`src/rtl/ovl_pkg.sv`:
```
// Shared types, constants and helpers for the ordered value list.
package ovl_pkg;

  localparam int CAPACITY = 16;
  localparam int IDX_W    = (CAPACITY > 1) ? $clog2(CAPACITY) : 1;
  localparam int CNT_W    = $clog2(CAPACITY + 1);
  localparam int VAL_W    = 32;
  localparam int OP_W     = 3;
  localparam int STAT_W   = 2;

  typedef enum logic [OP_W-1:0] {
    OP_INS_FRONT = 3'd0,
    OP_INS_BACK  = 3'd1,
    OP_REMOVE    = 3'd2,
    OP_FIND      = 3'd3,
    OP_POP       = 3'd4,
    OP_PEEK      = 3'd5
  } op_t;

  typedef enum logic [STAT_W-1:0] {
    ST_OK   = 2'd0,
    ST_MISS = 2'd1,
    ST_FULL = 2'd2
  } status_t;

  typedef enum logic [2:0] {
    S_IDLE,
    S_SEARCH,
    S_SHIFT,
    S_FRONT,
    S_DONE
  } state_t;

  // write and read port controls for the entry store
  typedef struct packed {
    logic             we;
    logic [IDX_W-1:0] waddr;
    logic [VAL_W-1:0] wdata;
    logic [IDX_W-1:0] raddr;
  } mem_req_t;

  typedef struct packed {
    status_t          status;
    logic [VAL_W-1:0] value;
    logic [CNT_W-1:0] count;
  } rsp_t;

  // slot of a logical position: front plus position, wrapped at CAPACITY
  function automatic logic [IDX_W-1:0] slot_of(input logic [IDX_W-1:0] front,
                                               input logic [CNT_W-1:0] pos);
    logic [CNT_W:0] s;
    s = {1'b0, pos} + (CNT_W+1)'(front);
    if (s >= (CNT_W+1)'(CAPACITY)) s = s - (CNT_W+1)'(CAPACITY);
    // past-the-end lookahead reads may wrap twice; keep them in range
    if (s >= (CNT_W+1)'(CAPACITY)) s = s - (CNT_W+1)'(CAPACITY);
    return s[IDX_W-1:0];
  endfunction

endpackage

```
`src/rtl/ovl_if.sv`:
```
// Request and response channel interfaces.
interface ovl_req_if;
  logic                            valid;
  logic                            ready;
  logic [ovl_pkg::OP_W-1:0]        op;
  logic signed [ovl_pkg::VAL_W-1:0] value;

  modport source (output valid, output op, output value, input ready);
  modport sink   (input valid, input op, input value, output ready);
endinterface

interface ovl_rsp_if;
  logic                             valid;
  logic                             ready;
  logic [ovl_pkg::STAT_W-1:0]       status;
  logic signed [ovl_pkg::VAL_W-1:0] result_value;
  logic [ovl_pkg::CNT_W-1:0]        entry_count;

  modport source (output valid, output status, output result_value, output entry_count,
                  input ready);
  modport sink   (input valid, input status, input result_value, input entry_count,
                  output ready);
endinterface

```
`src/rtl/ovl_mem.sv`:
```
// Entry store: one write port, one read port with registered read data.
module ovl_mem (
  input  logic                       clk,
  input  ovl_pkg::mem_req_t          req,
  output logic [ovl_pkg::VAL_W-1:0]  rdata
);
  import ovl_pkg::*;

  logic [VAL_W-1:0] mem [CAPACITY];

  always_ff @(posedge clk) begin
    if (req.we) begin
      mem[req.waddr] <= req.wdata;
    end
  end

  always_ff @(posedge clk) begin
    rdata <= mem[req.raddr];
  end

endmodule

```
`src/rtl/ovl_ctrl.sv`:
```
// Sequencer: walks the ring one slot a cycle with a single comparator.
module ovl_ctrl (
  input  logic                      clk,
  input  logic                      rst,
  ovl_req_if.sink                   req,
  input  logic [ovl_pkg::VAL_W-1:0] rdata,
  input  logic                      out_free,
  output ovl_pkg::mem_req_t         mem,
  output logic                      done,
  output ovl_pkg::rsp_t             rsp
);
  import ovl_pkg::*;

  state_t           state, state_next;
  logic [IDX_W-1:0] front, front_next;
  logic [CNT_W-1:0] count, count_next;
  logic [CNT_W-1:0] pos, pos_next;
  op_t              op_r, op_r_next;
  logic [VAL_W-1:0] value_r, value_r_next;
  status_t          res_status, res_status_next;
  logic [VAL_W-1:0] res_value, res_value_next;

  logic             full, empty, hit, last;
  logic [CNT_W-1:0] pos_inc;
  logic [IDX_W-1:0] front_dec;

  assign full      = (count == CNT_W'(CAPACITY));
  assign empty     = (count == '0);
  assign hit       = (rdata == value_r);
  assign pos_inc   = pos + 1'b1;
  assign last      = (pos_inc == count);
  assign front_dec = (front == '0) ? IDX_W'(CAPACITY - 1) : front - 1'b1;

  always_ff @(posedge clk) begin
    if (rst) begin
      state <= S_IDLE;
      front <= '0;
      count <= '0;
    end else begin
      state <= state_next;
      front <= front_next;
      count <= count_next;
    end
  end

  always_ff @(posedge clk) begin
    pos        <= pos_next;
    op_r       <= op_r_next;
    value_r    <= value_r_next;
    res_status <= res_status_next;
    res_value  <= res_value_next;
  end

  // next state
  always_comb begin
    state_next = state;
    unique case (state)
      S_IDLE: begin
        if (req.valid) begin
          case (op_t'(req.op))
            OP_REMOVE, OP_FIND: state_next = empty ? S_DONE : S_SEARCH;
            OP_POP, OP_PEEK:    state_next = empty ? S_DONE : S_FRONT;
            default:            state_next = S_DONE;
          endcase
        end
      end
      S_SEARCH: begin
        if (hit) state_next = (op_r == OP_REMOVE) ? S_SHIFT : S_DONE;
        else if (last) state_next = S_DONE;
      end
      S_SHIFT: begin
        if (pos == count) state_next = S_DONE;
      end
      S_FRONT: state_next = S_DONE;
      S_DONE: begin
        if (out_free) state_next = S_IDLE;
      end
      default: state_next = S_IDLE;
    endcase
  end

  // datapath and port controls
  always_comb begin
    mem.we          = 1'b0;
    mem.waddr       = slot_of(front, count);
    mem.wdata       = value_r;
    mem.raddr       = front;
    req.ready       = 1'b0;
    done            = 1'b0;
    front_next      = front;
    count_next      = count;
    pos_next        = pos;
    op_r_next       = op_r;
    value_r_next    = value_r;
    res_status_next = res_status;
    res_value_next  = res_value;

    unique case (state)
      S_IDLE: begin
        req.ready = 1'b1;
        if (req.valid) begin
          op_r_next       = op_t'(req.op);
          value_r_next    = req.value;
          pos_next        = '0;
          res_status_next = ST_MISS;
          res_value_next  = '1;
          case (op_t'(req.op))
            OP_INS_FRONT, OP_INS_BACK: begin
              res_value_next = '0;
              if (full) begin
                res_status_next = ST_FULL;
              end else begin
                res_status_next = ST_OK;
                mem.we          = 1'b1;
                mem.wdata       = req.value;
                count_next      = count + 1'b1;
                if (op_t'(req.op) == OP_INS_FRONT) begin
                  mem.waddr  = front_dec;
                  front_next = front_dec;
                end
              end
            end
            default: ;
          endcase
        end
      end
      S_SEARCH: begin
        // rdata holds position pos; fetch pos+1 ahead
        mem.raddr = slot_of(front, pos_inc);
        if (hit) begin
          res_status_next = ST_OK;
          res_value_next  = rdata;
          pos_next        = pos_inc;
        end else if (!last) begin
          pos_next = pos_inc;
        end
      end
      S_SHIFT: begin
        // move entry at pos one place toward the front
        mem.raddr = slot_of(front, pos_inc);
        if (pos == count) begin
          count_next = count - 1'b1;
        end else begin
          mem.we    = 1'b1;
          mem.waddr = slot_of(front, pos - 1'b1);
          mem.wdata = rdata;
          pos_next  = pos_inc;
        end
      end
      S_FRONT: begin
        res_status_next = ST_OK;
        res_value_next  = rdata;
        if (op_r == OP_POP) begin
          front_next = slot_of(front, CNT_W'(1));
          count_next = count - 1'b1;
        end
      end
      S_DONE: done = out_free;
      default: ;
    endcase
  end

  assign rsp.status = res_status;
  assign rsp.value  = res_value;
  assign rsp.count  = count;

endmodule

```
`src/rtl/ordered_value_list.sv`:
```
// Top level of the ordered value list: store, sequencer and response register.
//
//  channel | dir | handshake    | payload
//  --------+-----+--------------+-----------------------------------------
//  req     | in  | valid/ready  | op[2:0], value[31:0] signed
//  rsp     | out | valid/ready  | status[1:0], result_value[31:0], entry_count[4:0]
//
// Work per item, from one accept to the next with the output free:
//   insert: written in the accept cycle. pop, peek: one store read. empty list or unused op: none.
//   find: walks from the front until a match or the end of the list.
//   remove: walks to the match, then closes the gap behind it.
//   The longest items are set by the single store read port.
// Reset clears the count, the front pointer and the sequencer; entries are
// not cleared, only data from live slots is ever used.
// The response sits in its own register, so a stalled consumer holds only the
// next result; req ready stays low while one item is in flight.
module ordered_value_list_unit (
  input logic      clk,
  input logic      rst,
  ovl_req_if.sink  req,
  ovl_rsp_if.source rsp
);
  import ovl_pkg::*;

  mem_req_t         mem_req;
  logic [VAL_W-1:0] rdata;
  logic             done;
  logic             out_free;
  rsp_t             result;

  logic             out_valid;
  rsp_t             out_data;

  ovl_mem u_mem (
    .clk   (clk),
    .req   (mem_req),
    .rdata (rdata)
  );

  ovl_ctrl u_ctrl (
    .clk      (clk),
    .rst      (rst),
    .req      (req),
    .rdata    (rdata),
    .out_free (out_free),
    .mem      (mem_req),
    .done     (done),
    .rsp      (result)
  );

  // response register; a new result may replace one taken in the same cycle
  assign out_free = !out_valid || rsp.ready;

  always_ff @(posedge clk) begin
    if (rst) begin
      out_valid <= 1'b0;
    end else if (done) begin
      out_valid <= 1'b1;
    end else if (rsp.ready) begin
      out_valid <= 1'b0;
    end
  end

  always_ff @(posedge clk) begin
    if (done) begin
      out_data <= result;
    end
  end

  assign rsp.valid        = out_valid;
  assign rsp.status       = out_data.status;
  assign rsp.result_value = out_data.value;
  assign rsp.entry_count  = out_data.count;

endmodule

```
`src/flat_wrapper.sv`:
```
// flat-port wrapper written by rule: the top's interface ports become plain ports
module ordered_value_list_unit_flat import ovl_pkg::*;
  (clk, rst, req_valid, req_op, req_value, req_ready, rsp_valid, rsp_status, rsp_result_value, rsp_entry_count, rsp_ready);
  ovl_req_if req_i ();
  ovl_rsp_if rsp_i ();
  input logic clk;
  input logic rst;
  input wire logic [$bits(req_i.valid)-1:0] req_valid;
  input wire logic [$bits(req_i.op)-1:0] req_op;
  input wire logic [$bits(req_i.value)-1:0] req_value;
  output wire logic [$bits(req_i.ready)-1:0] req_ready;
  output wire logic [$bits(rsp_i.valid)-1:0] rsp_valid;
  output wire logic [$bits(rsp_i.status)-1:0] rsp_status;
  output wire logic [$bits(rsp_i.result_value)-1:0] rsp_result_value;
  output wire logic [$bits(rsp_i.entry_count)-1:0] rsp_entry_count;
  input wire logic [$bits(rsp_i.ready)-1:0] rsp_ready;
  assign req_i.valid = req_valid;
  assign req_i.op = req_op;
  assign req_i.value = req_value;
  assign req_ready = req_i.ready;
  assign rsp_valid = rsp_i.valid;
  assign rsp_status = rsp_i.status;
  assign rsp_result_value = rsp_i.result_value;
  assign rsp_entry_count = rsp_i.entry_count;
  assign rsp_i.ready = rsp_ready;
  ordered_value_list_unit u_core (.clk(clk), .rst(rst), .req(req_i), .rsp(rsp_i));
endmodule
```
`config.mk`:
```
export PLATFORM = sky130hd
export DESIGN_NAME = ordered_value_list_unit_flat
export DESIGN_NICKNAME = d
export VERILOG_FILES = /design/src/rtl/ovl_pkg.sv /design/src/rtl/ovl_if.sv /design/src/rtl/ovl_mem.sv /design/src/rtl/ovl_ctrl.sv /design/src/rtl/ordered_value_list.sv /design/src/flat_wrapper.sv
export SDC_FILE = /design/constraint.sdc
export NUM_CORES = 1
export LEC_CHECK = 0
export ABC_CLOCK_PERIOD_IN_PS = 6550
export BUFFER_PORTS_ARGS = -buffer_cell sky130_fd_sc_hd__buf_2
export CAP_MARGIN = 5
export CORE_MARGIN = 10
export CORE_UTILIZATION = 57
export DETAILED_ROUTE_END_ITERATION = 8
export HOLD_SLACK_MARGIN = 0.08
export PLACE_DENSITY = 0.74
export SYNTH_ARGS = -nofsm -noshare
export SYNTH_HDL_FRONTEND = slang
export SYNTH_HIERARCHICAL = 1
export SYNTH_SLANG_ARGS = --single-unit
export TNS_END_PERCENT = 30
```
`constraint.sdc`:
```
create_clock -name clk -period 6.55 [get_ports clk]
set_input_delay 1.6375 -clock clk [delete_from_list [all_inputs] [get_ports clk]]
set_output_delay 1.6375 -clock clk [all_outputs]
set_load 0.05 [all_outputs]
```
-- Word-level counts from Yosys, hierarchy flattened
Memories as Yosys holds them, arrays and structs flattened. A register that Yosys moved wholly into a read port is not among the register bits.
Index checks and enable logic that the tools add are counted.
- memories kept: 1
- register bits: 126
- logic and storage cells: 151
- output and inout bits: 41
- memory bits (writable): 512
- input bits: 39
- muxes and demuxes: 65
- $add $sub $neg: 18
- $lt $le $gt $ge: 9
- eq/ne operators: 26
- reductions and logical operators: 20
- memories (name ; words ; bits a word ; rd ports ; clocked after memory_dff ; write ports ; line ; text):
    u_core.u_mem.mem ; 16 ; 32 ; 1 ; 1 ; 1 ; ovl_mem.sv:9 ; logic [VAL_W-1:0] mem [CAPACITY];
- operators by type and width (operator ; number):
    37-bit 2-to-1 mux ; 4
    32-bit 2-to-1 mux ; 3
    32-bit case mux with 3 select lines ; 1
    37-bit case mux with 2 select lines ; 1
    6-bit 2-to-1 mux ; 10
    6-bit by 5-bit greater-or-equal comparator with 1-bit output, second input constant ; 8
    4-bit 2-to-1 mux ; 12
    5-bit 2-to-1 mux ; 9
    32-bit == test ; 1
    5-bit case mux with 3 select lines ; 2
    3-bit 2-to-1 mux ; 8
    4-bit by 1-bit subtractor with 4-bit output, second input constant ; 6
    5-bit by 4-bit adder with 6-bit output ; 3
    6-bit by 5-bit subtractor with 6-bit output, second input constant ; 3
    2-bit != test, second input constant ; 8
    4-bit case mux with 2 select lines ; 2
    3-bit by 2-bit == test with 1-bit output, second input constant ; 5
    3-bit case mux with 5 select lines ; 1
    3-bit == test, second input constant ; 4
    6-bit AND reduction ; 2
    5-bit by 1-bit adder with 5-bit output, second input constant ; 2
    5-bit == test ; 2
    5-bit by 1-bit subtractor with 5-bit output, second input constant ; 2
    3-bit nonzero test ; 3
    21 further kinds ; 36

-- Depth between registers and ports, before layout
Gate-level depths: netlist of run 1.
- word-level depth: 12
- depth in mapped cells: 13
- depth with buffers taken out: 11

-- Hierarchy
The synthesis of run 1 kept the hierarchy.
- modules (own cells, without submodules) (module ; instances ; sequential area each (sq um) ; cells an instance ; area an instance (sq um)):
    ovl_mem ; 1 ; 16015.4 ; 838 ; 19835.3
    ovl_ctrl ; 1 ; 2462.4 ; 490 ; 5161.2
    ordered_value_list_unit ; 1 ; 1191.1 ; 43 ; 1217.4

-- Least setup slack after synthesis of run 1
No wires, ideal clock.
- path type: input to register
- start point: input req_op[1]
- end point: memory u_core.u_mem.mem[0][0], enable pin
- required time: 6089 ps
- setup slack: 729 ps
- arrival time: 5360 ps
- path buffers: 1
- stages: 9
- cell sequence: inv_1 ha_1 and3_1 buf_2 nor2_4 o21ai_0 o221ai_1 or3b_2 nor3_1
- RTL lines (item ; line ; text):
    start, declared ; flat_wrapper.sv:9 ; input wire logic [$bits(req_i.op)-1:0] req_op;
    end, declared ; ovl_mem.sv:9 ;

==> impl_metrics.ini, run 1 <==
[cts]
clock_sinks = 670
clk_latency_ns = 0.59
htreeDepth = 3
cts_setup_buffers = 0
numCtsBuffers = 68
cts_root_buf = clkbuf_16
cts_buffer_depth = 3
hold_buffers = 0
cts_tree = yes
cts_resized = 0
clkSlewWorstSetupHoldPaths_ns = 0.05

[synth]
postSynthCellCount = 1371
syn_nets = 1432
netlist_area_um2 = 26210
yosys_warnings = 6
ys_ff_latch = 670
async_flop_share = 0
yosysSeqAreaShare = 0.7503
avgSynthCellArea_um2 = 19.12
synth_edf_count = 625
ys.flop_type = edfxtp_1
synth_cell_types = 57

[critical_path]
endpoint_kind = flip-flop
start_kind = input port
crit_type = input port to flip-flop
r2r_end = u_core/u_mem/mem[5][26]$_DFFE_PP_
crit_arrival_ns = 5.37
critPathRequiredTime_ns = 6.74
reg2reg_depth = 9
reg2reg_slack_ns = 1.55
worstReg2RegStart = u_core/u_ctrl/state[1]$_SDFFE_PP0P_
cp_max_fo = 35

[min_path]
min_to = u_core/rsp.result_value[15]$_DFFE_PP_
hold_path.startpoint = u_core/u_ctrl/res_value[15]$_DFFE_PP_
hold_path_depth = 0
hold_path.class = flip-flop to flip-flop

[global_routing]
antenna_found_initial = 0
grt_max_degree = 129
met1_usage = 0.3309
grt.total_usage = 0.2172
grt_pass1_wl_mm = 87.75
grt_use_met2 = 0.3161
grt_pass1_vias = 13361
overflow = 0
busiest_layer = met1
met3_usage = 0.04406

[floorplan]
ios = 80
row_count = 78
die_y_um = 234.5
die_area_um2 = 54970
initial_core_util = 0.5776
die_w_um = 234.5
core_um2 = 45380

[sta]
min_period_ns = 5.175
hold_viol = 0
worstMarginPinSlew_ns = 1.098
period_share = 0.7901
clock_skew_ns = 0.02206
finalSetupTns_ns = 0
hold-worst-slack_ns = 0.4161
slew_headroom = 0.2664
slew_violations = 0
fmax_mhz = 193.2
rsz0062_at_grt = no
setup_viol = 0

[placed_design]
numPortBuffers = 79
dp.final_hpwl_mm = 36.88
place_inst = 1996
gp_congestion = 0.8841

[status]
status = finished, final reports clean

[pwr]
p_leak_nw = 9.598
finalPower_mw = 9.808
p_per_area_nw_per_um2 = 332.1
peakVddDrop_mv = 0.2522

[route]
antenna_left = 0
wl_per_cell_um = 27.75
viasPerCell = 6.386
drtIter0Drc = 1832
wirelength_mm = 58.70
vias = 13506
firstDrtPassIters = 6
drc = 0

[finish]
area_growth_pct = 12.66
nets = 1527
layout.cells.non_filler = 2115
drive_above_1_share = 0.2318
fin_util = 0.6508
num-fill-cells = 2924
multiInputGateArea_um2 = 6346
seq_area_um2 = 19670

[run]
drv_cap = 0
[final cells by class]
class                      count  area share
clock buffer                  95     0.06351
sequential                   670      0.6660
tap                          600     0.02542
timing repair buffer          94     0.01805
inverter                      15    0.001907
multi-input combinational    617      0.2149
clock inverter                23     0.01013
antenna                        1  0.00008473
[routing by layer]
metal  share of wire  vias to the layer above
met5               0                        -
met4           0.023                        0
met3           0.099                      104
met2            0.46                      730
met1            0.42                     6973
li1                -                     5699
[registers in the layout (all words and copies together), names as in the netlist]
signal and flops:
u_core/rsp.entry_count 5, u_core/rsp.result_value 32, u_core/rsp.status 2, u_core/rsp.valid 1, u_core/u_ctrl/count 5, u_core/u_ctrl/front 4, u_core/u_ctrl/op_r 3, u_core/u_ctrl/pos 5
u_core/u_ctrl/res_status 2, u_core/u_ctrl/res_value 32, u_core/u_ctrl/state 3, u_core/u_ctrl/value_r 32, u_core/u_mem/mem 512, u_core/u_mem/rdata 32
[worst max-delay path: stages]
cell and delay [ns]:
buf_2 0.12, inv_1 0.08, ha_1 0.32, and3_2 0.28
buf_4 0.42, nand2_1 0.19, o221ai_1 0.79, nand2_1 0.51
nor2_4 0.96
[cells in the mapped netlist (3+ instances only)]
cell type	count	area [um2]
edfxtp_1	625	18770
mux4_2	128	2883
nand2_1	114	427.9
a22oi_1	96	720.7
xnor2_1	50	437.9
dfxtp_1	45	900.9
nor2_1	43	161.4
a21o_1	36	270.3
clkbuf_1	32	120.1
ha_1	18	225.2
a21oi_1	17	85.08
inv_1	15	56.30
buf_2	14	70.07
xor2_1	12	105.1
buf_1	11	41.29
buf_4	9	67.56
nand4_1	9	56.30
nor3_1	8	40.04
o21ai_0	8	40.04
nor2b_1	7	43.79
mux2i_1	5	50.05
nand2b_1	5	31.28
nand3b_1	5	37.54
and2_1	4	25.02
fa_1	4	80.08
nand3_1	4	20.02
o221ai_1	4	35.03
a211oi_1	3	22.52
buf_6	3	33.78
nor4_1	3	18.77
o31ai_1	3	22.52
[per-stage QoR]
stage / cell area (um2) / setup WS, ns
6_report: 29530 / 1.375
5_1_grt: 29530 / 1.194
4_1_cts: 29530 / 1.481
3_5_place_dp: 27360 / 0.8779
3_3_place_gp: 27360 / 1.040
2_1_floorplan: 26210 / 0.7288
[worst max path at each step]
stage                         start                                 end  slack [ns]  cells after the start
final                     req_op[1]  u_core/u_mem/mem[11][31]$_DFFE_PP_        1.37                      9
after global routing      req_op[1]   u_core/u_mem/mem[5][16]$_DFFE_PP_        1.19                     10
after CTS                 req_op[1]   u_core/u_mem/mem[5][19]$_DFFE_PP_        1.48                     10
after detailed placement  req_op[1]   u_core/u_mem/mem[7][19]$_DFFE_PP_        0.88                      9
after global placement    req_op[1]   u_core/u_mem/mem[7][31]$_DFFE_PP_        1.04                      9
after floorplan           req_op[1]    u_core/u_mem/mem[0][0]$_DFFE_PP_        0.73                      9
[report_power, final]
part	total, mW	internal [mW]	switching [mW]
Clock	3.81	2.27	1.53
Sequential	5.07	4.95	0.116
Combinational	0.933	0.288	0.644
[layout by cell type, fill, tap and decap left out, drive strengths merged, types with 8 or more instances in the layout]
cell and n:
xor2 12, ha 18, xnor2 50, nor3 9, mux4 128, clkinv 15, dfxtp 45, a21o 36
edfxtp 625, buf 94, a22oi 96, o21ai 8, nand2 114, nand4 9, inv 15, nor2 44
a21oi 19, clkbuf 95
[cells by family (layout without fill, tap and decap cells)]
family,Yosys count,after routing,synth area share
buf+inv,84,227,0.01484
xor+xnor,62,62,0.02071
other cells,0,1,0
simple gates,215,215,0.03838
flops,670,670,0.7503
fa+ha+maj,22,22,0.01165
mux,133,133,0.1119
compound gates,185,185,0.05222
(Power assumes the default switching activity.)
==> run 2, diff against run 1 <==
Settings changed: ABC_CLOCK_PERIOD_IN_PS 6550 to 4200, CORE_UTILIZATION 57 to 56, PLACE_DENSITY 0.74 to 0.76.
Clock period 6.55 ns to 4.2 ns, I/O delays scaled along.
==> impl_metrics.ini, run 2 (synthesized netlist as in run 1, its figures left out) <==
[critical_path]
start_kind = flip-flop
reg2reg_depth = 12
critPathRequiredTime_ns = 4.45
crit_chain = inv_1 > ha_1 > inv_1 > ha_1 > a21o_1 > a21oi_1 > xnor2_1 > a21oi_1 > o221ai_1 > nand3b_1 > nor3_4 > buf_4
crit_type = flip-flop to flip-flop
cp_max_fo = 18
endpoint_kind = flip-flop
crit_arrival_ns = 4.11
cp_slowest_cell = o221ai_1
worstReg2RegStart = u_core/u_ctrl/pos[0]$_SDFFCE_PP0P_
worst_path_largest_cell_delay_ns = 0.51
reg2reg_slack_ns = 0.34
r2r_end = u_core/u_mem/mem[8][14]$_DFFE_PP_

[global_routing]
overflow = 0
antenna_found_initial = 0
grt.total_usage = 0.2162
met1_usage = 0.3185
grt_use_met2 = 0.3115
busiest_layer = met1
grt_max_degree = 60
met3_usage = 0.06183
grt_pass1_vias = 13776
grt_pass1_wl_mm = 90.40

[pwr]
p_leak_nw = 9.731
seq_power_share = 0.527
power.switching_mw = 3.564
p_int_mw = 11.40
finalPower_mw = 14.97
peakVddDrop_mv = 0.3115
comb_power_share = 0.099
switching_share = 0.2381
p_per_area_nw_per_um2 = 501.6
p_clk_frac = 0.374

[cts]
clkSlewWorstSetupHoldPaths_ns = 0.06
cts_resized = 0
numCtsBuffers = 66
clk_latency_ns = 0.60
cts_root_buf = clkbuf_16
htreeDepth = 3
cts_tree = yes
cts_setup_buffers = 0
cts_buffer_depth = 3
hold_buffers = 0
clock_sinks = 670

[placed_design]
place_inst = 2036
dp.final_hpwl_mm = 39.02
gp_congestion = 0.8704
post_dp_cell_area_um2 = 27780
pre_cts_slack_ns = 0.3400
numPortBuffers = 79

[sta]
period_share = 0.9182
setup_slack_ns = 0.3434
rsz0062_at_grt = no
clock_skew_ns = 0.02541
min_period_ns = 3.857
slew_violations = 0
worstMarginPinSlew_ns = 0.9129
hold-worst-slack_ns = 0.4161
finalSetupTns_ns = 0
hold_viol = 0
slew_headroom = 0.3914
fmax_mhz = 259.3
setup_viol = 0

[finish]
largest_reg_flops = 512
layout_common_cells = edfxtp_1 (625), mux4_2 (128), nand2_1 (114)
nets = 1558
num-fill-cells = 3029
fin_util = 0.6423
layout.cells.non_filler = 2157
postLayoutCellArea_um2 = 29840
final_common_cell = edfxtp_1
area_growth_pct = 13.82
drive_above_1_share = 0.2460
regMostFlops = u_core/u_mem/mem

[floorplan]
ios = 80
die_y_um = 236.4
initial_core_util = 0.5643
die_w_um = 236.4
core_um2 = 46460
die_area_um2 = 55860
row_count = 79

[min_path]
hold_path_depth = 0
min_to = u_core/rsp.result_value[26]$_DFFE_PP_
hold_path.startpoint = u_core/u_ctrl/res_value[26]$_DFFE_PP_
hold_path.class = flip-flop to flip-flop

[run]
drv_cap = 0

[status]
status = finished, final reports clean

[route]
vias = 13576
firstDrtPassIters = 6
wl_per_cell_um = 27.98
drtIter0Drc = 1782
drc = 0
antenna_left = 0
viasPerCell = 6.294
wirelength_mm = 60.35
==> run 2: area by class of cell <==
type	count	area, um2	share of cell area
well taps	607	759.5	0.02545
multi-input cells	617	6375	0.2137
clock buffers	93	1846	0.06185
clock inverters	27	211.5	0.007087
diodes	1	2.502	0.00008387
flip-flops and latches	670	19670	0.6592
inverters	15	56.30	0.001887
repair buffers	127	918.4	0.03078
==> run 2: worst max-delay path, delay by kind of cell (launching register included) <==
| family | cells | cell delay, ns |
|---|---|---|
| compound gates | 4 | 0.93 |
| simple gates | 2 | 0.74 |
| fa+ha+maj | 2 | 0.71 |
| buf+inv | 3 | 0.54 |
| flops | 1 | 0.45 |
| xor+xnor | 1 | 0.14 |
==> run 2: worst max path at each step <==
| stage | start | to | slack, ns |
|---|---|---|---|
| 6_report | u_core/u_ctrl/pos[0]$_SDFFCE_PP0P_ | u_core/u_mem/mem[8][14]$_DFFE_PP_ | 0.34 |
| 5_1_grt | u_core/u_ctrl/pos[0]$_SDFFCE_PP0P_ | u_core/u_mem/mem[8][14]$_DFFE_PP_ | 0.18 |
| 4_1_cts | u_core/u_ctrl/pos[0]$_SDFFCE_PP0P_ | u_core/u_mem/mem[12][8]$_DFFE_PP_ | 0.34 |
| 3_5_place_dp | req_op[1] | u_core/u_mem/mem[9][30]$_DFFE_PP_ | 0.34 |
| 3_3_place_gp | req_op[1] | u_core/u_mem/mem[9][21]$_DFFE_PP_ | 0.42 |
| 2_1_floorplan | req_op[1] | u_core/u_mem/mem[8][0]$_DFFE_PP_ | 0.17 |
==> run 2: power by group through the flow <==
| stage | Sequential (mW) | Combinational, mW | Clock (mW) |
|---|---|---|---|
| after floorplan | 8.07 | 0.844 | 0 |
| after detailed placement | 8.03 | 1.47 | 0 |
| after global placement | 8.02 | 1.43 | 0 |
| after global routing | 7.92 | 1.59 | 5.95 |
| after CTS | 7.89 | 1.49 | 5.70 |
| final | 7.89 | 1.48 | 5.59 |
==> run 2: layer usage <==
metal  vias up  wire length (um)
li1       5777                 -
met1      6995             25310
met2       725             27110
met3        79              6784
met4         0              1149
met5         -                 0
